### src/rtl/llbs_pkg.sv
// Shared constants, field widths and the sequencer state type of the largest-layer scheduler.
package llbs_pkg;

  // Default sizing of the block.
  localparam int unsigned MAX_LAYERS_DEF = 64;
  localparam int unsigned COUNT_BITS_DEF = 16;

  // Fixed field widths of the request and result items.
  localparam int unsigned LAYER_W    = 6;
  localparam int unsigned TOKEN_W    = 12;
  localparam int unsigned OUT_TOK_W  = 16;
  localparam int unsigned ACTIVE_W   = 7;
  localparam int unsigned IN_DATA_W  = 24;
  localparam int unsigned OUT_DATA_W = 24;
  localparam int unsigned OUT_USER_W = 2;

  // Reset value of the active layer count.
  localparam logic [ACTIVE_W-1:0] ACTIVE_RST = 7'd64;

  // Request kinds carried on the input tuser.
  localparam logic ACT_ADD   = 1'b0;
  localparam logic ACT_FETCH = 1'b1;

  // Sequencer states.
  typedef enum logic [1:0] {
    ST_IDLE,
    ST_ADD,
    ST_SCAN,
    ST_RESP
  } llbs_state_e;

endpackage

### src/rtl/largest_layer_batch_scheduler_top.sv
// Largest-layer batch scheduler: per-layer pending token counts with a tracked leader.
//
// Each request produces exactly one result. An add request to an active layer reads the
// layer's count from the count memory, does one saturating add and compare, then loads
// the result; an add to a layer at or above the active count goes straight to the
// result load. A fetch that finds a leader clears the granted layer's count, then reads
// all n active counts, where n is min(active_layers, MAX_LAYERS), one per cycle from the
// single read port of the count memory and compares them against the running best with
// the one shared comparator, lowest index winning ties. A fetch with no leader goes
// straight to the result load. The result is loaded once the output register is free.
// The input is ready only while the sequencer is idle; a finished result sits in the
// output register while the next request is taken. The count memory needs no clearing
// pass after reset, so the input is ready straight out of reset.
module largest_layer_batch_scheduler_top #(
  parameter int unsigned MAX_LAYERS = llbs_pkg::MAX_LAYERS_DEF,
  parameter int unsigned COUNT_BITS = llbs_pkg::COUNT_BITS_DEF
) (
  input  logic                            clk_i,
  input  logic                            rst_ni,
  // Configuration: active_layers.
  input  logic                            cfg_we_i,
  input  logic [llbs_pkg::ACTIVE_W-1:0]   cfg_wdata_i,
  // Request stream.
  input  logic                            s_axis_tvalid_i,
  output logic                            s_axis_tready_o,
  // tdata: layer [5:0], token_count [17:6], zero [23:18].
  input  logic [llbs_pkg::IN_DATA_W-1:0]  s_axis_tdata_i,
  // tuser: action [0].
  input  logic                            s_axis_tuser_i,
  // Result stream.
  output logic                            m_axis_tvalid_o,
  input  logic                            m_axis_tready_i,
  // tdata: chosen_layer [5:0], chosen_tokens [21:6], zero [23:22].
  output logic [llbs_pkg::OUT_DATA_W-1:0] m_axis_tdata_o,
  // tuser: granted [0], empty_res [1].
  output logic [llbs_pkg::OUT_USER_W-1:0] m_axis_tuser_o
);
  import llbs_pkg::*;

  localparam int unsigned IDX_W = (MAX_LAYERS > 1) ? $clog2(MAX_LAYERS) : 1;
  localparam int unsigned CNT_W = $clog2(MAX_LAYERS + 1);
  localparam int unsigned NW    = (CNT_W > ACTIVE_W) ? CNT_W : ACTIVE_W;
  localparam int unsigned LW    = (CNT_W > LAYER_W) ? CNT_W : LAYER_W;

  // Request fields.
  logic               in_action;
  logic [LAYER_W-1:0] in_layer;
  logic [TOKEN_W-1:0] in_tokens;
  logic               in_acc;

  // Sequencer and leader state.
  llbs_state_e           state_q, state_d;
  logic [ACTIVE_W-1:0]   active_q;
  logic                  leader_valid_q, leader_valid_d;
  logic [COUNT_BITS-1:0] leader_size_q, leader_size_d;
  logic [IDX_W-1:0]      leader_layer_q, leader_layer_d;
  logic [IDX_W-1:0]      layer_idx_q, layer_idx_d;
  logic [TOKEN_W-1:0]    tokens_q, tokens_d;
  logic                  grant_q, grant_d;
  logic [IDX_W-1:0]      got_layer_q, got_layer_d;
  logic [COUNT_BITS-1:0] got_size_q, got_size_d;
  logic [CNT_W-1:0]      scan_idx_q, scan_idx_d;
  logic                  pipe_vld_q, pipe_vld_d;
  logic [IDX_W-1:0]      pipe_idx_q, pipe_idx_d;

  // Result register.
  logic                  m_valid_q, m_valid_d;
  logic [OUT_DATA_W-1:0] m_data_q, m_data_d;
  logic [OUT_USER_W-1:0] m_user_q, m_user_d;

  // Memory and shared unit connections.
  logic                  mem_we, mem_re;
  logic [IDX_W-1:0]      mem_waddr, mem_raddr;
  logic [COUNT_BITS-1:0] mem_wdata, mem_rdata;
  logic                  alu_use_sum, alu_gt;
  logic [COUNT_BITS-1:0] alu_result;

  // Effective number of active layers.
  logic [NW-1:0]    act_ext;
  logic [CNT_W-1:0] n_act;
  logic             layer_active;

  assign in_action = s_axis_tuser_i;
  assign in_layer  = s_axis_tdata_i[LAYER_W-1:0];
  assign in_tokens = s_axis_tdata_i[LAYER_W +: TOKEN_W];

  assign s_axis_tready_o = (state_q == ST_IDLE);
  assign in_acc          = s_axis_tvalid_i && s_axis_tready_o;

  assign act_ext      = NW'(active_q);
  assign n_act        = (act_ext > NW'(MAX_LAYERS)) ? CNT_W'(MAX_LAYERS) : CNT_W'(act_ext);
  assign layer_active = LW'(in_layer) < LW'(n_act);

  llbs_count_mem #(
    .DEPTH  (MAX_LAYERS),
    .WIDTH  (COUNT_BITS),
    .ADDR_W (IDX_W)
  ) u_count_mem (
    .clk_i   (clk_i),
    .rst_ni  (rst_ni),
    .we_i    (mem_we),
    .waddr_i (mem_waddr),
    .wdata_i (mem_wdata),
    .re_i    (mem_re),
    .raddr_i (mem_raddr),
    .rdata_o (mem_rdata)
  );

  llbs_alu #(
    .COUNT_BITS (COUNT_BITS)
  ) u_alu (
    .count_i   (mem_rdata),
    .tokens_i  (tokens_q),
    .use_sum_i (alu_use_sum),
    .ref_i     (leader_size_q),
    .result_o  (alu_result),
    .gt_o      (alu_gt)
  );

  // Sequencer: next state, memory requests, leader updates and result load.
  always_comb begin
    state_d        = state_q;
    leader_valid_d = leader_valid_q;
    leader_size_d  = leader_size_q;
    leader_layer_d = leader_layer_q;
    layer_idx_d    = layer_idx_q;
    tokens_d       = tokens_q;
    grant_d        = grant_q;
    got_layer_d    = got_layer_q;
    got_size_d     = got_size_q;
    scan_idx_d     = scan_idx_q;
    pipe_vld_d     = 1'b0;
    pipe_idx_d     = pipe_idx_q;
    m_valid_d      = m_valid_q && !m_axis_tready_i;
    m_data_d       = m_data_q;
    m_user_d       = m_user_q;
    mem_we         = 1'b0;
    mem_waddr      = leader_layer_q;
    mem_wdata      = '0;
    mem_re         = 1'b0;
    mem_raddr      = IDX_W'(in_layer);
    alu_use_sum    = 1'b0;

    case (state_q)
      ST_IDLE: begin
        if (in_acc) begin
          layer_idx_d = IDX_W'(in_layer);
          tokens_d    = in_tokens;
          grant_d     = 1'b0;
          if (in_action == ACT_ADD) begin
            // Fetch the layer's count; inactive layers are left alone.
            if (layer_active) begin
              mem_re  = 1'b1;
              state_d = ST_ADD;
            end else begin
              state_d = ST_RESP;
            end
          end else if (leader_valid_q) begin
            // Grant the leader, clear its count and start a fresh rescan.
            grant_d        = 1'b1;
            got_layer_d    = leader_layer_q;
            got_size_d     = leader_size_q;
            mem_we         = 1'b1;
            leader_valid_d = 1'b0;
            leader_size_d  = '0;
            leader_layer_d = '0;
            scan_idx_d     = '0;
            state_d        = ST_SCAN;
          end else begin
            state_d = ST_RESP;
          end
        end
      end

      ST_ADD: begin
        // Saturating credit, written back; a strictly larger total takes the lead.
        alu_use_sum = 1'b1;
        mem_we      = 1'b1;
        mem_waddr   = layer_idx_q;
        mem_wdata   = alu_result;
        if (alu_gt) begin
          leader_valid_d = 1'b1;
          leader_size_d  = alu_result;
          leader_layer_d = layer_idx_q;
        end
        state_d = ST_RESP;
      end

      ST_SCAN: begin
        // Issue one read per cycle while each compare follows in the cycle after its read.
        if (scan_idx_q < n_act) begin
          mem_re     = 1'b1;
          mem_raddr  = scan_idx_q[IDX_W-1:0];
          pipe_vld_d = 1'b1;
          pipe_idx_d = scan_idx_q[IDX_W-1:0];
          scan_idx_d = scan_idx_q + CNT_W'(1);
        end else if (!pipe_vld_q) begin
          state_d = ST_RESP;
        end
        if (pipe_vld_q && alu_gt) begin
          leader_valid_d = 1'b1;
          leader_size_d  = mem_rdata;
          leader_layer_d = pipe_idx_q;
        end
      end

      ST_RESP: begin
        // Load the result once the output register is free.
        if (!m_valid_q || m_axis_tready_i) begin
          m_valid_d = 1'b1;
          m_user_d  = {!leader_valid_q, grant_q};
          if (grant_q) begin
            m_data_d = {2'b00, OUT_TOK_W'(got_size_q), LAYER_W'(got_layer_q)};
          end else begin
            m_data_d = {2'b00, OUT_TOK_W'(leader_size_q), LAYER_W'(leader_layer_q)};
          end
          state_d = ST_IDLE;
        end
      end

      default: begin
        state_d = ST_IDLE;
      end
    endcase
  end

  // Control and leader registers.
  always_ff @(posedge clk_i or negedge rst_ni) begin
    if (!rst_ni) begin
      state_q        <= ST_IDLE;
      active_q       <= ACTIVE_RST;
      leader_valid_q <= 1'b0;
      leader_size_q  <= '0;
      leader_layer_q <= '0;
      scan_idx_q     <= '0;
      pipe_vld_q     <= 1'b0;
      grant_q        <= 1'b0;
      m_valid_q      <= 1'b0;
    end else begin
      state_q        <= state_d;
      leader_valid_q <= leader_valid_d;
      leader_size_q  <= leader_size_d;
      leader_layer_q <= leader_layer_d;
      scan_idx_q     <= scan_idx_d;
      pipe_vld_q     <= pipe_vld_d;
      grant_q        <= grant_d;
      m_valid_q      <= m_valid_d;
      if (cfg_we_i) begin
        active_q <= cfg_wdata_i;
      end
    end
  end

  // Payload registers.
  always_ff @(posedge clk_i) begin
    layer_idx_q <= layer_idx_d;
    tokens_q    <= tokens_d;
    got_layer_q <= got_layer_d;
    got_size_q  <= got_size_d;
    pipe_idx_q  <= pipe_idx_d;
    m_data_q    <= m_data_d;
    m_user_q    <= m_user_d;
  end

  assign m_axis_tvalid_o = m_valid_q;
  assign m_axis_tdata_o  = m_data_q;
  assign m_axis_tuser_o  = m_user_q;

  // Without a leader the tracked size and layer sit at zero.
  a_no_leader_zero : assert property (@(posedge clk_i) disable iff (!rst_ni)
    !leader_valid_q |-> (leader_size_q == '0) && (leader_layer_q == '0))
    else $error("leader size or layer nonzero without a leader");

  // A leader always holds pending tokens.
  a_leader_nonzero : assert property (@(posedge clk_i) disable iff (!rst_ni)
    leader_valid_q |-> (leader_size_q != '0))
    else $error("leader with zero tokens");

  // A granting fetch drops the leader before the rescan begins.
  a_fetch_drops_leader : assert property (@(posedge clk_i) disable iff (!rst_ni)
    (in_acc && (in_action == ACT_FETCH) && leader_valid_q) |=>
      (!leader_valid_q && (state_q == ST_SCAN)))
    else $error("fetch did not clear the leader");

  // A new result only appears after the result step of the sequencer.
  a_result_from_resp : assert property (@(posedge clk_i) disable iff (!rst_ni)
    (m_axis_tvalid_o && !$past(m_axis_tvalid_o)) |-> ($past(state_q) == ST_RESP))
    else $error("result loaded outside the result step");

  // The scan never reads past the active layer count.
  a_scan_bound : assert property (@(posedge clk_i) disable iff (!rst_ni)
    (state_q == ST_SCAN) |-> (scan_idx_q <= n_act))
    else $error("scan index beyond active layers");

endmodule

### src/rtl/llbs_count_mem.sv
// Pending token count memory with one write and one registered read port and per-entry valid bits.
module llbs_count_mem #(
  parameter int unsigned DEPTH  = llbs_pkg::MAX_LAYERS_DEF,
  parameter int unsigned WIDTH  = llbs_pkg::COUNT_BITS_DEF,
  parameter int unsigned ADDR_W = (DEPTH > 1) ? $clog2(DEPTH) : 1
) (
  input  logic              clk_i,
  input  logic              rst_ni,
  input  logic              we_i,
  input  logic [ADDR_W-1:0] waddr_i,
  input  logic [WIDTH-1:0]  wdata_i,
  input  logic              re_i,
  input  logic [ADDR_W-1:0] raddr_i,
  output logic [WIDTH-1:0]  rdata_o
);
  import llbs_pkg::*;

  logic [WIDTH-1:0] mem [DEPTH];
  logic [DEPTH-1:0] vld_q;
  logic [WIDTH-1:0] rdata_q;

  // Storage array; entries are only meaningful once their valid bit is set.
  always_ff @(posedge clk_i) begin
    if (we_i) begin
      mem[waddr_i] <= wdata_i;
    end
  end

  // Valid bits stand in for clearing the array after reset.
  always_ff @(posedge clk_i or negedge rst_ni) begin
    if (!rst_ni) begin
      vld_q <= '0;
    end else if (we_i) begin
      vld_q[waddr_i] <= 1'b1;
    end
  end

  // Registered read; an entry never written reads as zero.
  always_ff @(posedge clk_i) begin
    if (re_i) begin
      rdata_q <= vld_q[raddr_i] ? mem[raddr_i] : '0;
    end
  end

  assign rdata_o = rdata_q;

endmodule

### src/rtl/llbs_alu.sv
// Shared saturating adder and greater-than comparator used by both add and rescan steps.
module llbs_alu #(
  parameter int unsigned COUNT_BITS = llbs_pkg::COUNT_BITS_DEF
) (
  input  logic [COUNT_BITS-1:0]        count_i,
  input  logic [llbs_pkg::TOKEN_W-1:0] tokens_i,
  input  logic                         use_sum_i,
  input  logic [COUNT_BITS-1:0]        ref_i,
  output logic [COUNT_BITS-1:0]        result_o,
  output logic                         gt_o
);
  import llbs_pkg::*;

  localparam int unsigned SUM_W =
    ((COUNT_BITS > TOKEN_W) ? COUNT_BITS : TOKEN_W) + 1;
  localparam logic [COUNT_BITS-1:0] COUNT_MAX = {COUNT_BITS{1'b1}};

  logic [SUM_W-1:0]      sum;
  logic [COUNT_BITS-1:0] sat;

  // Saturating add of the arriving tokens when use_sum_i is set, then one compare against the leader.
  always_comb begin
    sum      = SUM_W'(count_i) + SUM_W'(tokens_i);
    sat      = (sum > SUM_W'(COUNT_MAX)) ? COUNT_MAX : COUNT_BITS'(sum);
    result_o = use_sum_i ? sat : count_i;
    gt_o     = result_o > ref_i;
  end

endmodule
### config.mk
export PLATFORM = sky130hd
export DESIGN_NAME = largest_layer_batch_scheduler_top
export DESIGN_NICKNAME = d
export VERILOG_FILES = /design/src/rtl/llbs_pkg.sv /design/src/rtl/largest_layer_batch_scheduler_top.sv /design/src/rtl/llbs_count_mem.sv /design/src/rtl/llbs_alu.sv
export SDC_FILE = /design/constraint.sdc
export NUM_CORES = 2
export LEC_CHECK = 0
export ABC_AREA = 1
export BUFFER_PORTS_ARGS = -buffer_cell sky130_fd_sc_hd__buf_2
export CORE_UTILIZATION = 50
export CTS_BUF_LIST = sky130_fd_sc_hd__clkbuf_16
export DETAILED_ROUTE_END_ITERATION = 7
export GPL_TIMING_DRIVEN = 1
export PLACE_DENSITY = 0.71
export SETUP_SLACK_MARGIN = 0.2
export SLEW_MARGIN = 40
export SYNTH_ARGS = -nofsm -noshare
export SYNTH_HDL_FRONTEND = slang
export SYNTH_SLANG_ARGS = --single-unit
### constraint.sdc
create_clock -name clk_i -period 11.9 [get_ports clk_i]
set_clock_uncertainty 0.1 [all_clocks]
set_input_delay 1.785 -clock clk_i [delete_from_list [all_inputs] [get_ports clk_i]]
set_output_delay 1.785 -clock clk_i [all_outputs]
set_load 0.02 [all_outputs]
==> flow_summary.ini <==
[synthesis]
ys_types = 43
ys.flop_type = edfxtp_1
synth_warnings = 0
yosys.area.top_type = edfxtp_1
synth_seq_cells = 1216
yosys-top-cells-area = edfxtp_1, nand3_1, nand2_1
ys_async_sr_fraction_pct = 8.72
synth_area_sq_um = 54600
synth_top_area_share_pct = 61.1
synth_edf_count = 1110
avgSynthCellArea_sq_um = 10.0
netlist_instances = 5448
yosysSeqAreaShare_pct = 66.0

[global_routing]
grtUsageTotal_pct = 24.9
grt_pass1_vias = 36000
antenna_found_initial = 2
grt_pass1_wl_mm = 210
grt_max_degree = 189
grt.overflow.total = 0

[floorplan]
dieArea_sq_um = 110000
die_height_microns = 332
start_util_pct = 50.7
io_pins = 65
rows = 120
die_x_microns = 332
core_area_sq_um = 108000

[drt]
vias = 37900
ant_nets = 0
drtIter0Drc = 4867
post_drt_wl_per_cell_microns = 19.8
met2_length_mm = 64.1
drt-total-wl_mm = 138
met1_length_mm = 54.8
dr.pass1.iters = 5
drc_errors = 0
top_layer = met5
viasPerCell = 5.43
met3WireLength_mm = 14.3

[clock_tree]
clkTransAtPathRegs_ns = 0.06
cts_resized = 0
numCtsBuffers = 118
clk_path_buf_depth = 3
post_cts_buffers = 0
cts_tree = yes
holdBufCountCts = 0
htree_levels = 3
cts_root_buf = clkbuf_16
clkSinkCount = 1216
clk_latency_ns = 0.73

[worst_setup_path]
start_kind = flop
required_ns = 12.28
crit_fanout = 116
cp-end-kind = flop
criticalPathCategory = reg -> reg
worstRegToRegCells = 20
crit_arrival_ns = 6.45

[timing]
rsz0062_at_grt = false
worst_pin_slew_ns = 0.906
setup_violations = 0
relSlewSlack_pct = 39.6
hold_viol_final = 0
tns_ns = 0
fin_crit_ns = 6.06
finalMaxSlewViolations = 0
max_freq_mhz = 165
min_period_over_period_pct = 51.0

[min_path]
hp-class = reg -> reg
hold_depth = 2

[layout]
area_delta_synth_final_pct = 10.5
design_area_sq_um = 60300
seqCellArea_sq_um = 36000
multiInputGateArea_sq_um = 13100
nFillCells = 8644
drive_above_1_share_pct = 7.14
nNetsFinal = 5551

[power]
clock_power_share_pct = 24.4
leakage_uw = 0.0263
switching_share_pct = 40.0
power.net_switching_uw = 5980
internal_power_uw = 8970
total_power_uw = 15000
p_comb_share_pct = 37.4
seqPwrFrac_pct = 38.1
pwr_density_cell_nw_per_um2 = 248
peakVddDrop_mv = 0.172

[place]
dpl_cell_area_sq_um = 56400
dp_hpwl_mm = 76.1
io_buffers = 56
gp_congestion = 0.889

[outcome]
status = completed

[flow_run]
maxCapViolCount = 0
[final timing paths]
check / from / to / slack [ns]
hold reg to reg: u_count_mem.vld_q[17]$_DFFE_PN0P_ / u_count_mem.vld_q[17]$_DFFE_PN0P_ / 0.35
setup / recovery: act_ext[6]$_DFFE_PN1P_ / u_count_mem.rdata_o[14]$_SDFFCE_PN0P_ / 5.84
setup reg to reg: act_ext[6]$_DFFE_PN1P_ / u_count_mem.rdata_o[14]$_SDFFCE_PN0P_ / 5.84
hold / removal: u_count_mem.vld_q[17]$_DFFE_PN0P_ / u_count_mem.vld_q[17]$_DFFE_PN0P_ / 0.35
min in group asynchronous: rst_ni / act_ext[2]$_DFFE_PN0P_ / 0.93
max in group asynchronous: rst_ni / u_count_mem.vld_q[61]$_DFFE_PN0P_ / 9.71
[worst max-delay path: stages (launching register included)]
cell and delay [ns]:
dfstp_2 0.36, inv_1 0.26, nand2_1 0.18, ha_1 0.31
nand3_1 0.09, nor2_1 0.09, nand2_1 0.16, nand2_2 0.40
nand2_4 0.48, nand2_8 0.73, buf_4 0.76, buf_4 0.64
nand2_1 0.12, nand3_1 0.12, nand3_1 0.08, nand3_1 0.14
nand3_1 0.12, nand3_1 0.13, nand2_2 0.20, nand2_1 0.15
inv_1 0.05
[cells in the final DEF, fill, tap and decap left out, types with 6 or more instances in the layout]
cell type	instances
ha_1	45
bufinv_16	10
mux2_2	6
dfrtp_1	104
nand2_1	1251
nor3_1	8
nand4_1	10
a21oi_1	36
clkbuf_16	119
inv_2	15
nor2_4	6
clkinv_1	33
buf_4	111
clkinv_2	19
nor2_1	97
o21ai_0	134
nand3_1	1156
xor2_1	6
edfxtp_1	1110
buf_2	55
inv_1	1150
[metal layers]
layer  global-route usage, %  up-vias
met5                       0        -
met4                    10.0        2
met3                    4.17      285
met2                    39.7     1944
met1                    34.2    17900
li1                        -    17700
[cell usage after synthesis, types with 2 or more instances]
library cell,count
nand2_1,1252
nand3_1,1158
inv_1,1132
edfxtp_1,1110
o21ai_0,135
clkbuf_1,126
buf_2,112
nor2_1,106
dfrtp_1,105
ha_1,45
a21oi_1,37
buf_4,25
buf_6,12
nand4_1,10
nor3_1,8
buf_1,6
mux2_2,6
xor2_1,6
a22oi_1,5
nand2_2,5
o21ai_2,5
inv_2,4
o21a_1,4
clkinv_1,3
nor3b_1,3
o22ai_1,3
xnor2_1,3
a21boi_0,2
a21o_1,2
nand3_2,2
o211ai_1,2
o21bai_1,2
or2_2,2
[power by group through the flow]
stage               registers (uW)  logic [uW]  clock network [uW]
floorplan                     5800        3500                   0
global placement              5780        5310                   0
detailed placement            5780        5470                   0
CTS                           5700        5490                3690
global route                  5720        6070                3850
finish                        5700        5600                3650
[logic make-up after synthesis]
kind of cell               Yosys count  share of synthesized area, %
adders and majority gates           46                          1.07
DFF                               1216                          66.0
xor gates and xnor gates             9                         0.144
buffers and inverters             1420                          10.4
muxes                                6                         0.124
AOI/OAI and AO/OA                  202                          2.00
and+or+nand+nor                   2548                          20.3
other                                1                       0.00687
[cell type report]
type / instances / share of cell area (%)
inverters: 1139 / 7.10
multi-input cells: 2813 / 21.7
diodes: 1 / 0.00415
clock inverters: 104 / 1.37
well taps: 1403 / 2.91
repair buffers: 180 / 2.26
flip-flops and latches: 1216 / 59.7
clock buffers: 119 / 4.94
[sequential cells by signal, indices dropped and copies added (netlist names)]
signal	flops
act_ext	7
got_layer_q	6
got_size_q	16
grant_q	1
layer_idx_q	6
leader_layer_q	6
leader_size_q	16
leader_valid_q	1
m_axis_tdata_o	22
m_axis_tuser_o	2
m_axis_tvalid_o	1
pipe_idx_q	6
pipe_vld_q	1
scan_idx_q	7
state_q	2
tokens_q	12
u_count_mem.mem	1024
u_count_mem.rdata_o	16
u_count_mem.vld_q	64
[metrics by stage]
step,setup WS (ns),cells,hold slack [ns],utilization (%)
after global placement,5.85,6746,0.339,52.3
after global routing,5.34,6974,0.374,56.0
after CTS,5.87,6971,0.357,55.9
after floorplan,7.13,5449,0.323,-
after detailed placement,5.85,6748,0.344,52.4
final,5.84,6975,0.355,56.0
(Power assumes the default switching activity.)
